`config.mk`:
```
export PLATFORM = sky130hd
export DESIGN_NAME = fir_filter_direct_form
export DESIGN_NICKNAME = d
export VERILOG_FILES = /design/src/sv/fir_pkg.sv /design/src/sv/fir_filter_direct_form.sv /design/src/sv/fir_mac.sv
export SDC_FILE = /design/constraint.sdc
export NUM_CORES = 1
export LEC_CHECK = 0
export ABC_AREA = 1
export BUFFER_PORTS_ARGS = -buffer_cell sky130_fd_sc_hd__buf_2
export CAP_MARGIN = 20
export CORE_MARGIN = 2
export CORE_UTILIZATION = 36
export DETAILED_ROUTE_END_ITERATION = 8
export HOLD_SLACK_MARGIN = 0.06
export PLACE_DENSITY = 0.48
export SLEW_MARGIN = 10
export SYNTH_ARGS = -nofsm -noshare
export SYNTH_HDL_FRONTEND = slang
export SYNTH_SLANG_ARGS = --single-unit
```
`constraint.sdc`:
```
create_clock -name clk -period 9.5 [get_ports clk]
set_input_delay 0.475 -clock clk [delete_from_list [all_inputs] [get_ports clk]]
set_output_delay 0.475 -clock clk [all_outputs]
set_load 0.01 [all_outputs]
```
`src/sv/fir_pkg.sv`:
```
// shared widths, sizes and control types for the direct-form fir filter
// no dependencies; used by fir_mac and fir_filter_direct_form
package fir_pkg;

  localparam int SAMPLE_W  = 16;
  localparam int COEF_W    = 16;
  localparam int PROD_W    = SAMPLE_W + COEF_W;
  localparam int ACC_W     = 35;
  localparam int NUM_COEFS = 8;
  localparam int CFG_AW    = 3;
  localparam int TAPS_DEF  = 8;

  typedef struct packed {
    logic clr;
    logic en;
  } mac_ctrl_t;

endpackage

```
`src/sv/fir_filter_direct_form.sv`:
```
// Direct-form FIR filter with TAPS taps (1 to 8) and signed Q1.15 coefficients
// written through cfg_we/cfg_addr/cfg_wdata; coefficient k weights the sample
// k steps back. Each accepted 16-bit sample yields one full-precision 35-bit
// result. One multiplier is shared across the taps, and the block takes no new
// sample until it is through with the last one: it stores the sample, runs one
// multiply per tap, finishes the accumulate and then, once the output register
// is free, loads it. A finished result waits in the output register while the
// next item is already accepted. History resets to zeros.
// depends on fir_pkg and fir_mac
module fir_filter_direct_form #(
  parameter int TAPS = fir_pkg::TAPS_DEF
) (
  input  logic                                 clk,
  input  logic                                 rst_n,
  input  logic                                 in_valid,
  output logic                                 in_ready,
  input  logic signed [fir_pkg::SAMPLE_W-1:0]  in_sample_in,
  output logic                                 out_valid,
  input  logic                                 out_ready,
  output logic signed [fir_pkg::ACC_W-1:0]     out_filtered,
  input  logic                                 cfg_we,
  input  logic [fir_pkg::CFG_AW-1:0]           cfg_addr,
  input  logic [fir_pkg::COEF_W-1:0]           cfg_wdata
);

  localparam int KW = (TAPS > 1) ? $clog2(TAPS) : 1;
  localparam logic [KW-1:0] LAST = KW'(TAPS - 1);

  localparam logic [1:0] ST_IDLE  = 2'd0;
  localparam logic [1:0] ST_RUN   = 2'd1;
  localparam logic [1:0] ST_DRAIN = 2'd2;
  localparam logic [1:0] ST_DONE  = 2'd3;

  logic [1:0]    state_r, state_nxt;
  logic [KW-1:0] wp_r, wp_nxt;
  logic [KW-1:0] rd_r, rd_nxt;
  logic [KW-1:0] k_r, k_nxt;
  logic          out_valid_r, out_valid_nxt;
  logic signed [fir_pkg::ACC_W-1:0] out_data_r;

  logic signed [fir_pkg::COEF_W-1:0]   coef_r [fir_pkg::NUM_COEFS];
  logic signed [fir_pkg::SAMPLE_W-1:0] hist_r [TAPS];

  logic                              accept;
  logic                              load_out;
  fir_pkg::mac_ctrl_t                mac_ctrl;
  logic signed [fir_pkg::ACC_W-1:0]  acc;

  assign in_ready = (state_r == ST_IDLE);
  assign accept   = in_valid && in_ready;
  assign load_out = (state_r == ST_DONE) && (!out_valid_r || out_ready);

  always_comb begin
    state_nxt     = state_r;
    wp_nxt        = wp_r;
    rd_nxt        = rd_r;
    k_nxt         = k_r;
    out_valid_nxt = out_valid_r;
    mac_ctrl.clr  = 1'b0;
    mac_ctrl.en   = 1'b0;
    if (out_valid_r && out_ready) begin
      out_valid_nxt = 1'b0;
    end
    case (state_r)
      ST_IDLE: begin
        if (accept) begin
          // write position counts down and wraps
          wp_nxt       = (wp_r == '0) ? LAST : wp_r - KW'(1);
          rd_nxt       = wp_nxt;
          k_nxt        = '0;
          mac_ctrl.clr = 1'b1;
          state_nxt    = ST_RUN;
        end
      end
      ST_RUN: begin
        mac_ctrl.en = 1'b1;
        rd_nxt      = (rd_r == LAST) ? '0 : rd_r + KW'(1);
        k_nxt       = k_r + KW'(1);
        if (k_r == LAST) begin
          state_nxt = ST_DRAIN;
        end
      end
      ST_DRAIN: begin
        state_nxt = ST_DONE;
      end
      ST_DONE: begin
        if (load_out) begin
          out_valid_nxt = 1'b1;
          state_nxt     = ST_IDLE;
        end
      end
      default: begin
        state_nxt = ST_IDLE;
      end
    endcase
  end

  always_ff @(posedge clk) begin
    if (!rst_n) begin
      state_r     <= ST_IDLE;
      wp_r        <= '0;
      rd_r        <= '0;
      k_r         <= '0;
      out_valid_r <= 1'b0;
    end else begin
      state_r     <= state_nxt;
      wp_r        <= wp_nxt;
      rd_r        <= rd_nxt;
      k_r         <= k_nxt;
      out_valid_r <= out_valid_nxt;
    end
  end

  always_ff @(posedge clk) begin
    if (!rst_n) begin
      for (int i = 0; i < fir_pkg::NUM_COEFS; i++) begin
        coef_r[i] <= '0;
      end
    end else if (cfg_we) begin
      coef_r[cfg_addr] <= cfg_wdata;
    end
  end

  always_ff @(posedge clk) begin
    if (!rst_n) begin
      for (int i = 0; i < TAPS; i++) begin
        hist_r[i] <= '0;
      end
    end else if (accept) begin
      hist_r[wp_nxt] <= in_sample_in;
    end
  end

  always_ff @(posedge clk) begin
    if (load_out) begin
      out_data_r <= acc;
    end
  end

  fir_mac u_mac (
    .clk    (clk),
    .rst_n  (rst_n),
    .ctrl   (mac_ctrl),
    .sample (hist_r[rd_r]),
    .coef   (coef_r[fir_pkg::CFG_AW'(k_r)]),
    .acc    (acc)
  );

  assign out_valid    = out_valid_r;
  assign out_filtered = out_data_r;

endmodule

```
`src/sv/fir_mac.sv`:
```
// shared multiply-accumulate unit: registered product, then 35-bit accumulate
// depends on fir_pkg
module fir_mac (
  input  logic                                   clk,
  input  logic                                   rst_n,
  input  fir_pkg::mac_ctrl_t                     ctrl,
  input  logic signed [fir_pkg::SAMPLE_W-1:0]    sample,
  input  logic signed [fir_pkg::COEF_W-1:0]      coef,
  output logic signed [fir_pkg::ACC_W-1:0]       acc
);

  logic signed [fir_pkg::PROD_W-1:0] prod_r, prod_nxt;
  logic                              pv_r;
  logic signed [fir_pkg::ACC_W-1:0]  acc_r, acc_nxt;

  always_comb begin
    prod_nxt = sample * coef;
    acc_nxt  = acc_r;
    if (ctrl.clr) begin
      acc_nxt = '0;
    end else if (pv_r) begin
      acc_nxt = acc_r + {{(fir_pkg::ACC_W - fir_pkg::PROD_W){prod_r[fir_pkg::PROD_W-1]}},
                         prod_r};
    end
  end

  always_ff @(posedge clk) begin
    if (!rst_n) begin
      pv_r <= 1'b0;
    end else begin
      pv_r <= ctrl.en;
    end
  end

  always_ff @(posedge clk) begin
    if (ctrl.en) begin
      prod_r <= prod_nxt;
    end
    acc_r <= acc_nxt;
  end

  assign acc = acc_r;

endmodule
```
# After elaboration in Yosys (flattened, before gate mapping)
# Memories as Yosys holds them, arrays and structs flattened. A register that Yosys moved wholly into a read port is not among the register bits.
# Index checks and enable logic that the tools add are counted.
[op_classes]
add_sub_neg = 4
n_mul = 1
eq_ne = 8
muxes = 34
n_reduce_logical = 12
[ops]
columns = ["operator", "count"]
rows = [
  ["$mux 3", 12],
  ["$add 35x35->35", 1],
  ["$mul 16x16->32", 1],
  ["$mux 16", 2],
  ["$reduce_or 16->1", 2],
  ["$mux 1", 14],
  ["$pmux 3 s2", 2],
  ["$pmux 2 s4", 1],
  ["$add 3x1->3 const B", 2],
  ["$eq 3x3->1 const B", 2],
  ["$mux 2", 3],
  ["$eq 2x2->1 const B", 2],
  ["$ne 2x2->1 const B", 2],
  ["$logic_and 1x1->1", 3],
  ["$logic_not 3->1", 1],
  ["$reduce_and 3->1", 1],
  ["$sub 3x1->3 const B", 1],
  ["$eq 2x1->1 const B", 1],
  ["$logic_not 2->1", 1],
  ["$ne 2x1->1 const B", 1],
  ["$reduce_and 2->1", 1],
  ["$reduce_bool 2->1", 1],
  ["$logic_not 1->1", 1],
  ["$logic_or 1x1->1", 1],
]
[totals]
register_bits = 115
ramBits = 256
input_bits = 40
output_inout_bits = 37
mem_count = 2
[mem_list]
columns = ["memory", "depth", "word_bits", "read_ports", "rd_clocked_by_memory_dff", "write_ports", "line_no", "source"]
rows = [
  ["coef_r", 8, 16, 1, 1, 8, "fir_filter_direct_form.sv:41", "logic signed [fir_pkg::COEF_W-1:0] coef_r [fir_pkg::NUM_COEFS];"],
  ["hist_r", 8, 16, 1, 1, 8, "fir_filter_direct_form.sv:42", "logic signed [fir_pkg::SAMPLE_W-1:0] hist_r [TAPS];"],
]

# Logic depth before layout (Yosys ltp)
[depth]
ltp_word = 7
depth_mapped = 32

# Hierarchy
# A second synthesis with hierarchy kept.
[hier_totals]
cells_unflattened = 3265
area_unflattened_um2 = 28434.8
[by_module_without_submodules]
columns = ["mod", "instances", "cells_each", "area_each_um2", "seq_area_each_um2"]
rows = [
  ["fir_mac", 1, 1991, 15045.7, 1681.6],
  ["fir_filter_direct_form", 1, 1274, 13389.1, 9098.7],
]

# Least setup slack after synthesis
# Ideal clock, no wire load.
[synth_path]
kind = "reg2reg"
start = "reg (tool-made name)"
end = "reg u_mac.prod_r[29] (netlist bit) (data pin)"
setup_ns = 0.253
arrival_ns = 6.066
t_required_ns = 9.247
path_slack_ns = 3.181
path_stages_with_launch = 26
n_path_buf = 2
synth_period_minus_slack_ns = 6.319
path_cell_list = "dfxtp_1 > buf_6 > buf_6 > nor2_1 > o32ai_1 > nand2_1 > o21ai_2 > inv_2 > nor2_1 > inv_1 > fa_1 > inv_1 > fa_1 > inv_1 > fa_1 > inv_1 > fa_1 > fa_1 > fa_1 > ha_1 > a21oi_1 > o21ai_0 > a221oi_1 > nand3_1 > nand2_1 > nand2_1"
[synth_lines]
columns = ["item", "line_no", "source"]
rows = [
  ["end signal, assigned", "fir_mac.sv:37", "prod_r <= prod_nxt;"],
  ["end, declared", "fir_mac.sv:12", "logic signed [fir_pkg::PROD_W-1:0] prod_r, prod_nxt;"],
]

==> impl_summary.txt <==
----------------------------------------------------
[Floorplan]
  Count of pins on the block boundary ... 77
  Placement Rows ... 101
  Die W ... 282 um
  Floorplan core area ... 0.0762 mm2
  Starting utilization of the core area ... a little over a third
  Area enclosed by the die boundary ... a little under 0.08 mm2
  Die height ... approximately 280 um

[Clocking]
  Cell chosen for the clock root ... clkbuf_16
  Clock buffers created by TritonCTS ... 45
  Latest clock arrival within the worst-skew pair ... approximately 0.6 ns
  Post-CTS setup repair buffer count ... 0
  # hold bufs at CTS ... 0
  Clk buf depth ... 3
  Depth of the CTS H-tree ... 2
  Clock sink total ... between 300 and 400
  TritonCTS clock tree ... built
  Clock slew at reported path FFs ... approximately 0.06 ns
  Resize count post-CTS ... 0

[Logic synthesis]
  Synth async-reset ratio ... 0%
  Top FF cell, synth ... edfxtp_1
  Most common cell in the synthesized netlist ... nor2_1
  Post-synthesis cell count ... between 3k and 4k
  Sequential cell area fraction in the yosys report ... between 30% and 40%
  Net count of the mapped netlist ... roughly 3.5k
  Synthesized cell area ... approximately 0.028 mm2
  Syn_area_per_cell ... around 9.1 um2
  Number of library cell types mapped by synthesis ... 43
  Number of synthesized flops with an enable pin ... between 300 and 400
  Area fraction of the dominant cell type after synthesis ... between 30% and 40%
  Top cell type by total area after synthesis ... edfxtp_1
  Top cell types by occurrence after synthesis ... nor2_1, inv_1, nand2_1
  Cells taking the most area after synthesis ... edfxtp_1, fa_1, nor2_1
  Warning count from the yosys run ... 0
  Register bit count reported by yosys ... ~380

[Worst setup path]
  Setup crit start kind ... flop
  Arrival time at the worst endpoint ... just over 8 ns
  Master of the slowest instance on the critical path ... dfxtp_2
  Cell seen most often among critical-path stages ... inv_1
  Critical Setup Path Class ... flop to flop
  Critical Path Max Stage Delay ... between 0.7 and 0.8 ns
  Worst EP required ... approximately 9.8 ns
  Crit end category ... flop
  Biggest fanout along the worst timing path ... 64

[Job]
  Number of max-cap violations ... 0

[Drt]
  Post-DRT Antenna Nets ... 0
  DRC violation total after the first TritonRoute iteration ... 1203
  Ratio of routed vias to standard cells ... slightly below 5
  Vias ... a little over 20k
  Total Wirelength ... just under 80000 um
  Wire length per cell after detailed routing ... 18.9 um
  Number of iterations in the first detailed-routing pass ... 7
  Total DRC errors in the routed layout ... 0

[Global route]
  Via count of the first global-routing pass ... between 20k and 25k
  First-pass GRT wire length ... 124000 um
  Largest net degree at the start of global routing ... 65
  Overflow left after global routing ... 0
  Tot GR Track Use ... between 20% and 30%
  Number of antenna violations at the first check in global routing ... 1

[Cells and area]
  Net count of the finished layout ... about 3.5k
  Fill cell instance count of the final layout ... 7629
  Proportion of layout cells with a drive suffix above 1 ... ~7.5%
  Area overhead of the layout relative to synthesis ... 10.3%

[Timing]
  Tmin final ... 7.89 ns
  Max Freq ... ~130 MHz
  Pins Over Slew Limit ... 0
  Transition at the pin with the smallest max-transition slack ... 1.03 ns
  Ratio of final minimum period to clock period ... roughly 83%
  Number of hold-slack violations in the final timing report ... 0
  Max-slew headroom at the worst pin ... between 30% and 40%
  Setup repair after global routing missed its margin ... no
  Final setup violating endpoints ... 0
  Final clock skew ... 0.0505 ns
  Final TNS setup ... 0 ns

[Place]
  # port buffers ... 76
  Dpl hpwl ... about 60000 um
  Gp weighted congestion ... 0.938

[Min path]
  Type of the most critical hold path ... input port to flop

[Run status]
  Status ... finished, final reports clean

----------------------------------------------------
==> final timing paths <==
kind	from	to	slack, ns	cells after the start
max reg2reg	flop	u_mac.prod_r[23]	1.61	28
max	flop	u_mac.prod_r[23]	1.61	28
min reg2reg	u_mac.acc[33]	out_filtered[33]	0.47	0
min	out_ready	out_valid	0.23	4
==> final cells by class <==
class | instances | area, um2 | share of cell area [%]
Tap cell | 1030 | 1290 | 4.20
Antenna cell | 2 | 5.00 | 0.0163
Sequential cell | 377 | 10800 | 35.1
Clock inverter | 17 | 256 | 0.836
Inverter | 535 | 2010 | 6.56
Timing Repair Buffer | 99 | 553 | 1.80
Multi-Input combinational cell | 2062 | 14500 | 47.3
Clock buffer | 65 | 1280 | 4.18
==> metrics by stage <==
stage	worst slack [ns]	util (%)	hold slack, ns	cells	instance area, um2
6_report	1.61	40.3	0.227	4187	30700
5_1_grt	1.12	40.3	0.216	4185	30700
3_5_place_dp	1.64	38.3	0.463	4103	29100
2_1_floorplan	3.18	-	0.431	3069	27800
4_1_cts	1.58	40.3	0.194	4185	30700
3_3_place_gp	1.61	38.3	0.456	4103	29100
==> sequential cells by signal (all words and copies together) (netlist names), named ones only <==
name          flops
coef_r          128
hist_r          128
k_r               3
out_filtered     35
out_valid         1
rd_r              3
state_r           2
u_mac.acc        35
u_mac.prod_r     32
u_mac.pv_r        1
wp_r              3
==> cells by family after synthesis <==
group                      share of synthesized area [%]
AOI/OAI and AO/OA                                   8.09
DFF                                                 38.7
buffers and inverters                               9.15
xor gates and xnor gates                            1.57
and+or+nand+nor                                     17.9
adders and majority gates                           24.6
==> worst max-delay path, delay by kind of cell, from the launching register on <==
kind | cells | cell delay, ns
xor+xnor | 1 | 0.14
flops | 1 | 0.76
compound gates | 4 | 0.70
simple gates | 7 | 1.14
buf+inv | 9 | 1.54
fa+ha+maj | 7 | 3.31
==> layout by cell type, fill, tap and decap left out, types with 57 or more instances in the layout <==
cell | synthesis | final
o32ai_1 | 64 | 64
nand3_1 | 57 | 57
nand2_1 | 418 | 418
a21oi_1 | 78 | 78
buf_2 | 41 | 76
edfxtp_1 | 323 | 323
ha_1 | 126 | 125
nor2_1 | 762 | 761
inv_1 | 512 | 511
fa_1 | 263 | 263
o21ai_0 | 125 | 125
==> metal layers <==
metal | vias up | track usage [%] | wire [um]
li1 | 9826 | - | -
met1 | 10200 | 25.7 | 34000
met2 | 413 | 36.5 | 39700
met3 | 120 | 2.27 | 2790
met4 | 0 | 6.27 | 2500
met5 | - | 0 | 0
Power is not shown: default switching activity piles up to over one toggle a cycle in this logic, so the estimate is an artifact.
